===== src/rtl/text_command_to_can_frame_unit_assert.svh =====
// Assertion macros shared by the text command to CAN frame unit.
// Each macro expects clk and arst_n in scope.
`ifndef TEXT_COMMAND_TO_CAN_FRAME_UNIT_ASSERT_SVH
`define TEXT_COMMAND_TO_CAN_FRAME_UNIT_ASSERT_SVH

// Same-cycle implication.
`define TCCF_ASSERT_NOW(name, ante, cons, msg) \
	name: assert property (@(posedge clk) disable iff (!arst_n) (ante) |-> (cons)) \
		else $error(msg);

// Next-cycle implication.
`define TCCF_ASSERT_NEXT(name, ante, cons, msg) \
	name: assert property (@(posedge clk) disable iff (!arst_n) (ante) |=> (cons)) \
		else $error(msg);

`endif


===== src/rtl/tccf_pkg.sv =====
`timescale 1ns / 1ps
// ----------------------------------------------------------------------------
// tccf_pkg
// Types, character codes and hex conversion for the text command parser.
// ----------------------------------------------------------------------------
package tccf_pkg;

	localparam int IDX_W     = 4;
	localparam int NUM_DATA  = 8;
	localparam int ID_SLOTS  = 3;
	localparam int DAT_SLOTS = 2;

	localparam logic [IDX_W-1:0] INDEX_MAX = 4'd10;
	localparam logic [IDX_W-1:0] INDEX_ID  = 4'd1;

	localparam logic [7:0] CH_START = 8'h53;  // 'S'
	localparam logic [7:0] CH_ECHO  = 8'h55;  // 'U'
	localparam logic [7:0] CH_END   = 8'h23;  // '#'
	localparam logic [7:0] CH_SPACE = 8'h20;  // ' '

	typedef enum logic [2:0] {
		MODE_IDLE  = 3'b001,
		MODE_FRAME = 3'b010,
		MODE_ECHO  = 3'b100
	} mode_t;

	typedef struct packed {
		logic clear;
		logic wr;
		logic emit_frame;
		logic emit_echo;
	} ctl_t;

	typedef struct packed {
		mode_t            mode;
		logic [IDX_W-1:0] field_index;
		logic             after_space;
	} st_t;

	function automatic logic [3:0] hex_digit(input logic [7:0] c);
		logic [3:0] d;
		d = 4'd0;
		if (c >= 8'h30 && c <= 8'h39) d = 4'(c - 8'h30);
		else if (c >= 8'h61 && c <= 8'h66) d = 4'(c - 8'h57);
		else if (c >= 8'h41 && c <= 8'h46) d = 4'(c - 8'h37);
		return d;
	endfunction

endpackage


===== src/rtl/tccf_field.sv =====
`timescale 1ns / 1ps
// ----------------------------------------------------------------------------
// tccf_field
// One field of the character store with its hex value.
// ----------------------------------------------------------------------------
module tccf_field #(
	parameter int SLOTS = 2
) (
	input  logic                 clk,
	input  logic                 arst_n,
	input  logic                 clear,
	input  logic                 we,
	input  logic [7:0]           wr_char,
	output logic [4*SLOTS-1:0]   value
);

	localparam int SEL_W = (SLOTS > 1) ? $clog2(SLOTS) : 1;

	logic [7:0]       slot_q [SLOTS];
	logic [SEL_W-1:0] sel;

	// first empty slot, else the last slot (overwritten on overflow)
	always_comb begin
		logic found;
		found = 1'b0;
		sel   = SEL_W'(SLOTS - 1);
		for (int i = 0; i < SLOTS - 1; i++) begin
			if (!found && slot_q[i] == 8'd0) begin
				sel   = SEL_W'(i);
				found = 1'b1;
			end
		end
	end

	always_ff @(posedge clk or negedge arst_n) begin
		if (!arst_n) begin
			for (int i = 0; i < SLOTS; i++) slot_q[i] <= 8'd0;
		end else if (clear) begin
			for (int i = 0; i < SLOTS; i++) slot_q[i] <= 8'd0;
		end else if (we) begin
			slot_q[sel] <= wr_char;
		end
	end

	// convert until the first empty slot
	always_comb begin
		logic stop;
		stop  = 1'b0;
		value = '0;
		for (int k = 0; k < SLOTS; k++) begin
			if (!stop) begin
				if (slot_q[k] == 8'd0) begin
					stop = 1'b1;
				end else begin
					value = {value[4*SLOTS-5:0], tccf_pkg::hex_digit(slot_q[k])};
				end
			end
		end
	end

endmodule


===== src/rtl/tccf_parser.sv =====
`timescale 1ns / 1ps
// ----------------------------------------------------------------------------
// tccf_parser
// Command state: mode, field index and space tracking.
// ----------------------------------------------------------------------------
module tccf_parser (
	input  logic           clk,
	input  logic           arst_n,
	input  logic           step,
	input  logic [7:0]     rx_byte,
	output tccf_pkg::ctl_t ctl,
	output tccf_pkg::st_t  st
);

	tccf_pkg::mode_t                 mode_q, mode_d;
	logic [tccf_pkg::IDX_W-1:0]      idx_q, idx_d;
	logic                            as_q, as_d;

	always_comb begin
		ctl    = '0;
		mode_d = mode_q;
		idx_d  = idx_q;
		as_d   = as_q;
		unique case (mode_q)
			tccf_pkg::MODE_FRAME: begin
				if (rx_byte == tccf_pkg::CH_END) begin
					ctl.emit_frame = 1'b1;
					as_d           = 1'b0;
					mode_d         = tccf_pkg::MODE_IDLE;
				end else if (rx_byte == tccf_pkg::CH_SPACE) begin
					// only the first space of a run advances
					if (!as_q && idx_q < tccf_pkg::INDEX_MAX) idx_d = idx_q + 4'd1;
					as_d = 1'b1;
				end else if (idx_q < tccf_pkg::INDEX_MAX && idx_q != '0) begin
					ctl.wr = 1'b1;
					as_d   = 1'b0;
				end
			end
			tccf_pkg::MODE_ECHO: begin
				if (rx_byte == tccf_pkg::CH_END) mode_d = tccf_pkg::MODE_IDLE;
				else ctl.emit_echo = 1'b1;
			end
			default: begin
				if (rx_byte == tccf_pkg::CH_START) begin
					ctl.clear = 1'b1;
					as_d      = 1'b1;
					idx_d     = tccf_pkg::INDEX_ID;
					mode_d    = tccf_pkg::MODE_FRAME;
				end else if (rx_byte == tccf_pkg::CH_ECHO) begin
					mode_d = tccf_pkg::MODE_ECHO;
				end
			end
		endcase
	end

	always_ff @(posedge clk or negedge arst_n) begin
		if (!arst_n) begin
			mode_q <= tccf_pkg::MODE_IDLE;
			idx_q  <= '0;
			as_q   <= 1'b0;
		end else if (step) begin
			mode_q <= mode_d;
			idx_q  <= idx_d;
			as_q   <= as_d;
		end
	end

	assign st.mode        = mode_q;
	assign st.field_index = idx_q;
	assign st.after_space = as_q;

endmodule


===== src/rtl/text_command_to_can_frame_unit.sv =====
`timescale 1ns / 1ps
// ----------------------------------------------------------------------------
// text_command_to_can_frame_unit
// Parses ASCII command bytes into CAN frames (id + 8 data bytes) or echoes.
// ----------------------------------------------------------------------------
//  channel  handshake             payload
//  in       in_valid / in_ready   rx_byte
//  out      out_valid / out_ready kind, echo_byte, frame_id, byte0..byte7
//
// One byte per cycle unless a result is held at the output. A byte is
// registered on transfer, decoded against the parser state and field store
// the next cycle, and any result lands in the output register. A byte that
// yields a result waits in the input register while the output register is
// full and not taken. Reset clears mode, index and the field store.
`include "text_command_to_can_frame_unit_assert.svh"

module text_command_to_can_frame_unit (
	input  logic        clk,
	input  logic        arst_n,
	input  logic        in_valid,
	output logic        in_ready,
	input  logic [7:0]  rx_byte,
	output logic        out_valid,
	input  logic        out_ready,
	output logic        kind,
	output logic [7:0]  echo_byte,
	output logic [11:0] frame_id,
	output logic [7:0]  byte0,
	output logic [7:0]  byte1,
	output logic [7:0]  byte2,
	output logic [7:0]  byte3,
	output logic [7:0]  byte4,
	output logic [7:0]  byte5,
	output logic [7:0]  byte6,
	output logic [7:0]  byte7
);

	logic       valid_s1;
	logic [7:0] byte_s1;
	logic       fire_s1;
	logic       needs_out;

	logic        out_valid_q;
	logic        kind_q;
	logic [7:0]  echo_q;
	logic [11:0] id_q;
	logic [7:0]  data_q [tccf_pkg::NUM_DATA];

	tccf_pkg::ctl_t ctl;
	tccf_pkg::st_t  st;

	logic [11:0] id_val;
	logic [7:0]  data_val [tccf_pkg::NUM_DATA];

	assign needs_out = ctl.emit_frame | ctl.emit_echo;
	assign fire_s1   = valid_s1 && (!needs_out || !out_valid_q || out_ready);
	assign in_ready  = !valid_s1 || fire_s1;

	always_ff @(posedge clk or negedge arst_n) begin
		if (!arst_n) begin
			valid_s1 <= 1'b0;
		end else if (in_valid && in_ready) begin
			valid_s1 <= 1'b1;
		end else if (fire_s1) begin
			valid_s1 <= 1'b0;
		end
	end

	always_ff @(posedge clk) begin
		if (in_valid && in_ready) byte_s1 <= rx_byte;
	end

	tccf_parser u_parser (
		.clk     (clk),
		.arst_n  (arst_n),
		.step    (fire_s1),
		.rx_byte (byte_s1),
		.ctl     (ctl),
		.st      (st)
	);

	tccf_field #(.SLOTS(tccf_pkg::ID_SLOTS)) u_id (
		.clk     (clk),
		.arst_n  (arst_n),
		.clear   (fire_s1 && ctl.clear),
		.we      (fire_s1 && ctl.wr && st.field_index == tccf_pkg::INDEX_ID),
		.wr_char (byte_s1),
		.value   (id_val)
	);

	for (genvar f = 0; f < tccf_pkg::NUM_DATA; f++) begin : g_data
		tccf_field #(.SLOTS(tccf_pkg::DAT_SLOTS)) u_dat (
			.clk     (clk),
			.arst_n  (arst_n),
			.clear   (fire_s1 && ctl.clear),
			.we      (fire_s1 && ctl.wr && st.field_index == tccf_pkg::IDX_W'(f + 2)),
			.wr_char (byte_s1),
			.value   (data_val[f])
		);
	end

	always_ff @(posedge clk or negedge arst_n) begin
		if (!arst_n) begin
			out_valid_q <= 1'b0;
		end else if (fire_s1 && needs_out) begin
			out_valid_q <= 1'b1;
		end else if (out_ready) begin
			out_valid_q <= 1'b0;
		end
	end

	always_ff @(posedge clk) begin
		if (fire_s1 && needs_out) begin
			kind_q <= ctl.emit_echo;
			echo_q <= ctl.emit_echo ? byte_s1 : 8'd0;
			id_q   <= ctl.emit_echo ? 12'd0 : id_val;
			for (int j = 0; j < tccf_pkg::NUM_DATA; j++)
				data_q[j] <= ctl.emit_echo ? 8'd0 : data_val[j];
		end
	end

	assign out_valid = out_valid_q;
	assign kind      = kind_q;
	assign echo_byte = echo_q;
	assign frame_id  = id_q;
	assign byte0     = data_q[0];
	assign byte1     = data_q[1];
	assign byte2     = data_q[2];
	assign byte3     = data_q[3];
	assign byte4     = data_q[4];
	assign byte5     = data_q[5];
	assign byte6     = data_q[6];
	assign byte7     = data_q[7];

	`TCCF_ASSERT_NOW(a_stall_cause, !in_ready, valid_s1 && needs_out && out_valid_q && !out_ready, "input stalled without a blocked result")
	`TCCF_ASSERT_NOW(a_index_sat, 1'b1, st.field_index <= tccf_pkg::INDEX_MAX, "field index past saturation")
	`TCCF_ASSERT_NEXT(a_start, fire_s1 && ctl.clear, st.field_index == tccf_pkg::INDEX_ID && st.after_space, "start did not reset the field index")
	`TCCF_ASSERT_NOW(a_echo_clean, out_valid_q && kind_q, id_q == 12'd0 && data_q[0] == 8'd0, "echo result carries frame data")

endmodule


===== config.mk =====
export PLATFORM = sky130hd
export DESIGN_NAME = text_command_to_can_frame_unit
export DESIGN_NICKNAME = d
export VERILOG_FILES = /design/src/rtl/tccf_pkg.sv /design/src/rtl/tccf_field.sv /design/src/rtl/tccf_parser.sv /design/src/rtl/text_command_to_can_frame_unit.sv
export VERILOG_INCLUDE_DIRS = /design/src /design/src/rtl
export SDC_FILE = /design/constraint.sdc
export NUM_CORES = 1
export LEC_CHECK = 0
export ABC_AREA = 1
export ABC_CLOCK_PERIOD_IN_PS = 4500
export BUFFER_PORTS_ARGS = -buffer_cell sky130_fd_sc_hd__buf_4
export CAP_MARGIN = 20
export CORE_ASPECT_RATIO = 1.75
export CORE_MARGIN = 2
export CORE_UTILIZATION = 51
export DETAILED_ROUTE_END_ITERATION = 7
export GPL_TIMING_DRIVEN = 0
export PLACE_DENSITY_LB_ADDON = 0.08
export SETUP_SLACK_MARGIN = 0.15
export SLEW_MARGIN = 10
export SYNTH_ARGS = -nofsm -noshare
export SYNTH_HDL_FRONTEND = slang
export SYNTH_SLANG_ARGS = --single-unit

===== constraint.sdc =====
create_clock -name clk -period 4.5 [get_ports clk]
set_input_delay 0.675 -clock clk [delete_from_list [all_inputs] [get_ports clk]]
set_output_delay 0.675 -clock clk [all_outputs]
set_load 0.005 [all_outputs]

# ---- Word level (Yosys, flattened, before mapping)
# Memories as Yosys holds them, arrays and structs flattened.
# Index checks and enable logic that the tools add are counted.
dict set report word_totals {
  ff_bits 191
  ramBits 64
  word_cells 568
  inputBits 12
  output_inout_bits 87
  mem_count 1
}
dict set report classes {
  order_cmp 133
  mux 189
  eq_ne 20
  add_sub_neg 58
  bitwise 11
  reduce_logical 128
}
# name depth width rd rd_ports_with_merged_regs wr line
set memory_table {}
lappend memory_table {data_q 8 8 8 0 8 text_command_to_can_frame_unit.sv:47} ;# logic [7:0] data_q [tccf_pkg::NUM_DATA];
# cell n
set op_table {}
lappend op_table {{$ge 8x7->1 const B} 38}
lappend op_table {{$le 8x7->1 const B} 38}
lappend op_table {{$mux 4} 70}
lappend op_table {{$mux 8} 34}
lappend op_table {{$mux 16} 16}
lappend op_table {{$ge 8x6->1 const B} 19}
lappend op_table {{$le 8x6->1 const B} 19}
lappend op_table {{$logic_not 8->1} 19}
lappend op_table {{$sub 4x3->4 const B} 38}
lappend op_table {{$bwmux 16} 8}
lappend op_table {{$logic_and 1x1->1} 83}
lappend op_table {{$sub 4x1->4 const B} 19}
lappend op_table {{$demux 8 s1} 8}
lappend op_table {{$mux 24} 2}
lappend op_table {{$mux 1} 37}
lappend op_table {{$mux 12} 3}
lappend op_table {{$bwmux 24} 1}
lappend op_table {{$reduce_bool 2->1} 12}
lappend op_table {{$demux 8 s2} 1}
lappend op_table {{$eq 4x3->1 const B} 4}
lappend op_table {{$eq 8x6->1 const B} 2}
lappend op_table {{$eq 8x7->1 const B} 2}
lappend op_table {{$ge 2x2->1 const B} 8}
lappend op_table {{$lt 2x1->1 const B} 8}
lappend op_table {{other kinds (28)} 50}

# ---- Depth between registers and ports, before layout
# Gate-level depths: netlist (run 1).
dict set report logic_depth {
  ltp_word 15
  mapped_depth 14
  depth_no_buf 14
}

# ---- Hierarchy
# From an unflattened synthesis (run 1), not the netlist that was laid out.
dict set report unflattened {
  hier_cells 2007
  area_unflattened_um2 16433.3
}
# mod area_each_um2 seq_area_each_um2 cells_per_inst instances
set by_module_without_submodules {}
lappend by_module_without_submodules {{tccf_field (g_data[0].u_dat ...)} 1293.7 400.4 171 7}
lappend by_module_without_submodules {text_command_to_can_frame_unit 3734.8 2842.7 312 1}
lappend by_module_without_submodules {{tccf_field (u_id)} 1730.4 600.6 231 1}
lappend by_module_without_submodules {{tccf_field (g_data[7].u_dat)} 1191.1 400.4 156 1}
lappend by_module_without_submodules {tccf_parser 720.7 201.4 111 1}

# ---- Least setup slack after synthesis (run 1)
# Ideal clock, no wire load.
dict set report synth_path {
  path_type {reg-to-reg}
  startpoint {reg u_parser.mode_q[0]}
  endpoint {mem data_q[0][0] (enable)}
  period_less_slack_ns 3.207
  required_time_ns 4.061
  path_stages_with_launch 9
  n_path_buf 0
  arrival_time_ns 2.768
  slack_ns 1.293
  setup_ns 0.439
  path_cell_list {dfstp_2 > nor2_1 > nand2_1 > nand3_1 > nand3_2 > nand2_1 > inv_1 > nand2_1 > inv_1}
}
# item line
set synth_lines {}
lappend synth_lines {{start, declared} tccf_parser.sv:15} ;# tccf_pkg::mode_t mode_q, mode_d;
lappend synth_lines {{start signal, assigned} tccf_parser.sv:58} ;# mode_q <= tccf_pkg::MODE_IDLE;
lappend synth_lines {{start signal, assigned} tccf_parser.sv:62} ;# mode_q <= mode_d;
lappend synth_lines {{end, declared} text_command_to_can_frame_unit.sv:47}

# ---- Worst setup path after layout (run 1)
dict set report layout_path {
  startpoint {reg byte_s1[4]}
  endpoint {out in_ready}
}
dict set report layout_between {
  elab_chain_cells 9
  elab_cells_between_ends 11
  cone_classes {eq/ne: 1; mux: 4; bitwise: 1; reduce/logical: 5}
}
# item line
set layout_rtl {}
lappend layout_rtl {{start, declared} text_command_to_can_frame_unit.sv:39} ;# logic [7:0] byte_s1;
lappend layout_rtl {{start signal, assigned} text_command_to_can_frame_unit.sv:70} ;# if (in_valid && in_ready) byte_s1 <= rx_byte;
lappend layout_rtl {{$eq 8x6->1 (*)} {tccf_parser.sv:26, tccf_parser.sv:40}}
lappend layout_rtl {{$mux 1, on equally long branches} {tccf_parser.sv:26, tccf_parser.sv:40}}
lappend layout_rtl {{$mux 2 / $mux 1 (equally long branches)} tccf_parser.sv:24} ;# unique case (mode_q)
lappend layout_rtl {{$or 1x1->1 (*)} text_command_to_can_frame_unit.sv:55} ;# assign needs_out = ctl.emit_frame | ctl.emit_echo;
lappend layout_rtl {{$logic_not 1->1 (*)} text_command_to_can_frame_unit.sv:56} ;# assign fire_s1 = valid_s1 && (!needs_out || !out_valid_q || out_ready);
lappend layout_rtl {{$logic_or 1x1->1 (*) (2 in a row)} text_command_to_can_frame_unit.sv:56}
lappend layout_rtl {{$logic_and 1x1->1 (*)} text_command_to_can_frame_unit.sv:56}
lappend layout_rtl {{$logic_or 1x1->1 (*)} text_command_to_can_frame_unit.sv:57} ;# assign in_ready = !valid_s1 || fire_s1;
lappend layout_rtl {{end, declared} text_command_to_can_frame_unit.sv:21} ;# output logic in_ready,
# Every way passes the cells marked *; elsewhere a longest branch is shown, timed or not.

==> impl_metrics.tcl, run 1 <==
set metrics [dict create \
    status "completed" \
    synthMuxAreaShare_pct 0 \
    slowest_delay_ps 400 \
    crit_chain "inv_1 -> nand2_1 -> nor2_1 -> nand2_1 -> nand2_1 -> nand2_1 -> inv_1 -> nand3_1 -> buf_4" \
    final_cell_mix "nand2_1, nand3_1, inv_1" \
    critical_path.max_fanout 5 \
    drt-vias-per-instance 5.21 \
    power.density_mw_per_mm2 495 \
    post_cts_buffers 0 \
    p_leak_uw 0.00845 \
    h-tree-depth 1 \
    portBuffers 98 \
    cts_made_buffers 26 \
    synth_top_family_by_area "simple AND/OR/NAND/NOR gates" \
    seq_area_frac_synth_pct 45.8 \
    cap_violations 0 \
    grt_pass1_vias 12400 \
    yosys_warnings 0 \
    drcViolationCount 0 \
    cp-start-kind "flip-flop" \
    synth-compound-area-share_pct 5.38 \
    r2r-end "data_q[0][8]" \
    cts_buffer_depth 3 \
    drt-initial-drc-count 683 \
    cts.repair.resized 0 \
    cp-end-kind "output port" \
    syn2layout_area_growth_pct 14.7 \
    synthCells 1906 \
    cts_num_sinks 255 \
    initial_core_util_pct 51.4 \
    fin_crit_ps 2870 \
    die_area_sq_mm 0.0308 \
    ys_ff_latch 255 \
    dp_hpwl_mm 26.6 \
    slowest_stage "edfxtp_1" \
    diodes 0 \
    grt-ovfl-total 0 \
    maxSlewHeadroom_pct 36.1 \
    async_flop_share_pct 63.5 \
    avgSynthCellArea_sq_um 7.85 \
    final_common_cell "nand2_1" \
    worstPathRequired_ps 3830 \
    cts_tree "done" \
    rrSetupSlack_ps 2000 \
    synth-simple-area-share_pct 31.9 \
    synthAdderAreaFrac_pct 7.95 \
    wl_met3_mm 1.43 \
    routabilityCongestion 0.857 \
    fin_crit_sh_pct 63.8 \
    finalHoldViolations 0 \
    cts_root_buf "clkbuf_16" \
    synth-main-ff-cell "dfrtp_1" \
    dr.pass1.iters 5 \
    skew_ps 10.4 \
    slew_violations 0 \
    grt_pass1_wl_mm 59.9 \
    path_common_cell "nand2_1" \
    yosysUniqueCellTypes 44 \
    insertion_delay_ps 550 \
    tns_ps 0 \
    holdBufCountCts 0 \
    grt_usage_pct 24.0 \
    fillers 2676 \
    tightest_slew_ps 959 \
    rsz0062_at_grt "no" \
    top_layer "met5" \
    coreArea_sq_mm 0.0291 \
    met1_length_mm 14.0 \
    antenna_left 0 \
    cts.clk_slew.worst_paths_ps 60 \
    drt-total-wl_mm 36.5 \
    synth_xor_area_share_pct 2.11 \
    synth_enable_flop_cells 93 \
    rows 83 \
    clock.fmax_ghz 0.348 \
    ir_drop_mv 0.398 \
    die_w_um 133 \
    min-delay-path-class "in -> async" \
    grt_max_degree 106 \
    nNetsFinal 2141 \
    synthesis.area_sq_mm 0.0150 \
    crit_arrival_ps 2200 \
    antenna_found_initial 1 \
    ioPinCount 99 \
    num_vias 12700 \
    rr_worst_depth 8 \
    placed_cells 2388 \
    syn_nets 2013 \
    finalSetupViolations 0 \
    dr_wl_met2_mm 19.5 \
    die-height_um 231 \
    wl_per_cell_um 15.0 \
    r2r-start "byte_s1[4]" \
    final_cells 2436 \
    crit_type "reg -> out" \
    layout-drive-gt1-share_pct 10.4 \
]
==> cell type report <==
| type | instances | area [sq um] | share of cell area (%) |
|---|---|---|---|
| Buffer | 34 | 181 | 1.06 |
| Clock buffer | 39 | 782 | 4.56 |
| Clock inverter | 9 | 143 | 0.831 |
| Inverter | 224 | 843 | 4.91 |
| Multi-Input combinational cell | 1393 | 7090 | 41.3 |
| Sequential cell | 255 | 6850 | 39.9 |
| Tap cell | 382 | 478 | 2.79 |
| Timing Repair Buffer | 100 | 798 | 4.65 |
==> worst max path at each step <==
stage                       startpoint            end  cells after the start
floorplan           u_parser.mode_q[0]   data_q[0][0]                      8
global placement            byte_s1[4]   data_q[1][0]                      9
detailed placement          byte_s1[4]  data_q[0][10]                      8
CTS                         byte_s1[4]       in_ready                      9
global route                byte_s1[6]       in_ready                      9
finish                      byte_s1[4]       in_ready                      9
==> Yosys cell counts, types with 3 or more instances <==
cell / count / area (sq um)
o211ai_1: 7 / 52.6
inv_2: 27 / 101
a21o_1: 3 / 22.5
nand3_1: 257 / 1290
o21ai_0: 94 / 470
and3_1: 5 / 31.3
buf_2: 7 / 35.0
nand3b_1: 11 / 82.6
nor4_1: 5 / 31.3
nor2_2: 3 / 18.8
edfxtp_1: 93 / 2790
nand2_2: 12 / 75.1
nor3_1: 14 / 70.1
nor2_1: 168 / 631
ha_1: 95 / 1190
o22ai_1: 7 / 43.8
nand4_1: 29 / 181
or2_2: 6 / 37.5
xor2_1: 34 / 298
nand2_1: 592 / 2220
inv_1: 195 / 732
buf_4: 10 / 75.1
o31ai_1: 4 / 30.0
nor3b_1: 3 / 22.5
clkbuf_1: 16 / 60.1
nand3_2: 3 / 30.0
dfrtp_1: 161 / 4030
a21oi_1: 24 / 120
==> report_power, final <==
group	switching, uW	leakage (uW)	total (uW)	internal [uW]
sequential	323	0.00312	3180	2850
combinational	2100	0.00487	2980	880
clock	917	0.000453	2340	1430
==> stage by stage <==
| stage | cell area [sq um] | util (%) | total power (uW) | hold slack, ps | setup slack, ps |
|---|---|---|---|---|---|
| floorplan | 15000 | - | 5200 | 379 | 1290 |
| global placement | 16200 | 55.6 | 6100 | 460 | 257 |
| detailed placement | 16200 | 55.8 | 6170 | 460 | 1980 |
| CTS | 17200 | 59.0 | 8540 | 44.9 | 1640 |
| global route | 17200 | 59.0 | 9100 | 75.9 | 1470 |
| finish | 17200 | 59.0 | 8500 | 41.9 | 1630 |
==> cell families after synthesis <==
family | Yosys count
compound gates | 148
simple gates | 1114
xor+xnor | 36
fa+ha+maj | 95
buf+inv | 258
flops | 255
==> critical path, delay by kind of cell (launching register included) <==
family | cells | cell delay (ps)
flops | 1 | 400
buf+inv | 3 | 360
simple gates | 6 | 890
==> registers in the layout, indices dropped and copies added, names as in the netlist <==
| register | count |
|---|---|
| u_id.slot_q | 24 |
| u_parser.mode_q | 3 |
| data_q | 64 |
| g_data.u_dat.slot_q | 128 |
| frame_id | 12 |
| valid_s1 | 1 |
| echo_byte | 8 |
| kind | 1 |
| u_parser.as_q | 1 |
| byte_s1 | 8 |
| out_valid | 1 |
| u_parser.idx_q | 4 |
==> routing by layer <==
metal  global-route usage, %  up-vias
met5                       0        -
met4                    10.5        2
met3                    2.72       88
met2                    45.9      249
met1                    26.3     5915
li1                        -     6435
Note: power is estimated with default switching activity, not from simulation.
==> run 2, diff against run 1 <==
--- a/config.mk
+++ b/config.mk
@@ -6,8 +6,8 @@
 export SDC_FILE = /design/constraint.sdc
 export NUM_CORES = 1
 export LEC_CHECK = 0
-export ABC_AREA = 1
-export ABC_CLOCK_PERIOD_IN_PS = 4500
+export ABC_AREA = 0
+export ABC_CLOCK_PERIOD_IN_PS = 2500
 export BUFFER_PORTS_ARGS = -buffer_cell sky130_fd_sc_hd__buf_4
 export CAP_MARGIN = 20
 export CORE_ASPECT_RATIO = 1.75
==> constraint.sdc (replaced) <==
create_clock -name clk -period 2.5 [get_ports clk]
set_input_delay 0.375 -clock clk [delete_from_list [all_inputs] [get_ports clk]]
set_output_delay 0.375 -clock clk [all_outputs]
set_load 0.005 [all_outputs]
==> run 2 against run 1 <==
Net effect: the flow now finishes with violations (setup timing); sequential cell count stayed put; combinational power is 61% lower; wire length is 5.5% higher; total power is 12% higher; count of clock-buffer cells in the layout is 8 lower; cell area is 7.3% higher; largest cell class unchanged; global-route usage is 1.7 points higher.
==> impl_metrics.tcl, run 2 <==
set metrics [dict create \
    final_cells 1884 \
    final_util_pct 67.6 \
    grt_pass1_vias 11200 \
    reg.largest.list "g_data.u_dat.slot_q: 128 flops, data_q: 64 flops, u_id.slot_q: 24 flops" \
    cp-start-kind "flip-flop" \
    synth_enable_flop_cells 93 \
    coreArea_sq_mm 0.0272 \
    die_area_sq_mm 0.0290 \
    antenna_left 0 \
    routabilityCongestion 0.854 \
    cts_tree "done" \
    final_cell_mix "dfrtp_1, a22o_1, buf_4" \
    dp_hpwl_mm 25.4 \
    largest_register_ffs 128 \
    synth_top_cell_by_area "dfrtp_1" \
    diodes 0 \
    crit_arrival_ps 3020 \
    synth-main-ff-cell "dfrtp_1" \
    finalHoldViolations 0 \
    clock.fmax_ghz 0.368 \
    grt_usage_pct 25.7 \
    num_vias 11500 \
    dr.pass1.iters 5 \
    synthTopCellsByCount "dfrtp_1, a22o_1, ha_1" \
    portBuffers 98 \
    yosysTopAreaCellShare_pct 28.6 \
    grt-ovfl-total 0 \
    power.total_uw 9530 \
    regMostFlops "g_data.u_dat.slot_q" \
    placed_cells 1759 \
    avgSynthCellArea_sq_um 11.0 \
    syn_nets 1392 \
    rsz0062_at_grt "yes" \
    drt-vias-per-instance 6.10 \
    tightest_slew_ps 961 \
    seq_area_frac_synth_pct 48.6 \
    cts_buffer_depth 3 \
    cts_root_buf "clkbuf_16" \
    setup_ws_ps -214 \
    worstPathRequired_ps 2810 \
    maxSlewHeadroom_pct 36.0 \
    initial_core_util_pct 51.7 \
    p_leak_uw 0.00739 \
    antenna_found_initial 0 \
    cp-end-kind "flip-flop" \
    ir_drop_mv 0.525 \
    cts.clk_slew.worst_paths_ps 60 \
    synthesis.area_sq_mm 0.0141 \
    skew_ps 17.0 \
    die_w_um 130 \
    grt_max_degree 98 \
    min-delay-path-class "in -> reg" \
    yosysMostFrequentCell "dfrtp_1" \
    grt_pass1_wl_mm 59.1 \
    rows 80 \
    drt-total-wl_mm 38.5 \
    yosys_warnings 0 \
    cap_violations 0 \
    crit_type "reg -> reg" \
    final_common_cell "dfrtp_1" \
    status "complete, but fails checks" \
    drcViolationCount 0 \
    insertion_delay_ps 540 \
    synthCells 1285 \
    post-place-ws_ps -917 \
    die-height_um 224 \
    synth_area_leaders "dfrtp_1, edfxtp_1, ha_1, a22o_1, nor2_1" \
    finalSetupViolations 207 \
    ioPinCount 99 \
    async_flop_share_pct 63.5 \
    syn2layout_area_growth_pct 30.8 \
    cts_num_sinks 255 \
    fin_crit_ps 2710 \
    critical_path.max_fanout 6 \
    violations "setup timing" \
    power.density_mw_per_mm2 517 \
    ys_ff_latch 255 \
    drt-initial-drc-count 754 \
    wl_per_cell_um 20.5 \
    tns_ps -22430 \
    layout-drive-gt1-share_pct 27.7 \
    nNetsFinal 1604 \
    yosysUniqueCellTypes 88 \
    slew_violations 0 \
    fin_crit_sh_pct 109 \
    cts_made_buffers 24 \
    h-tree-depth 1 \
]
==> run 2: cells by family after synthesis <==
family	Yosys count	synth area share, %
simple gates	383	14.9
xor+xnor	20	1.24
compound gates	389	21.7
fa+ha+maj	95	8.44
mux	24	1.74
flops	255	48.6
buf+inv	119	3.34
==> run 2: cell type report <==
| type | instances | area [sq um] |
|---|---|---|
| repair buffers | 186 | 1850 |
| multi-input cells | 911 | 7840 |
| clock buffers | 31 | 678 |
| plain buffers | 49 | 338 |
| flip-flops and latches | 255 | 6850 |
| inverters | 70 | 263 |
| well taps | 369 | 462 |
| fillers | 2093 | 8810 |
| clock inverters | 13 | 139 |
==> run 2: worst paths after layout <==
| kind | start | end | slack [ps] | cells past startpoint |
|---|---|---|---|---|
| min reg2reg | u_id.slot_q[12] | u_id.slot_q[12] | 530 | 2 |
| min in group asynchronous | arst_n | u_id.slot_q[1] | 370 | 2 |
| min | rx_byte[7] | byte_s1[7] | 20 | 1 |
| max | byte_s1[4] | data_q[0][29] | -210 | 13 |
| max reg2reg | byte_s1[4] | data_q[0][29] | -210 | 13 |
| max in group asynchronous | arst_n | g_data[6].u_dat.slot_q[7] | 1250 | 3 |
==> run 2: per-layer routing <==
metal / GRT usage [%] / vias up / wire length, um
li1: - / 5335 / -
met1: 31.0 / 5789 / 15200
met2: 45.6 / 286 / 20600
met3: 2.46 / 86 / 1280
met4: 11.9 / 0 / 1490
met5: 0 / - / 0
==> run 2: report_power, final <==
part           switching [uW]  total [uW]  internal (uW)
combinational             609        1150            544
sequential               64.5        4550           4490
clock                    1600        3820           2220
total                    2280        9530           7250
==> run 2: through the flow <==
stage / instance area [sq um] / hold slack [ps]
finish: 18400 / 18.3
global placement: 15500 / 503
global route: 18400 / 8.46
CTS: 17000 / 4.56
detailed placement: 15600 / 355
floorplan: 14300 / 79.4
==> run 2: worst max-delay path: stages, from the launching register on <==
cell	delay, ps
edfxtp_1	430
or4b_1	560
buf_6	160
o21ai_4	140
inv_2	60
buf_6	120
buf_12	120
buf_4	140
nor2_4	90
nor3_4	50
buf_6	170
buf_12	150
buf_8	130
clkbuf_16	150
==> run 2: timing repair <==
action | CTS | global route
cloned | 3 | 4
hold endpoints to repair | 65 | 0
buffers inserted | 29 | 43
resized for setup | 86 | 200
hold buffers | 1 | 0
endpoints found under the setup margin | 323 | 309
pin swaps | 33 | 93
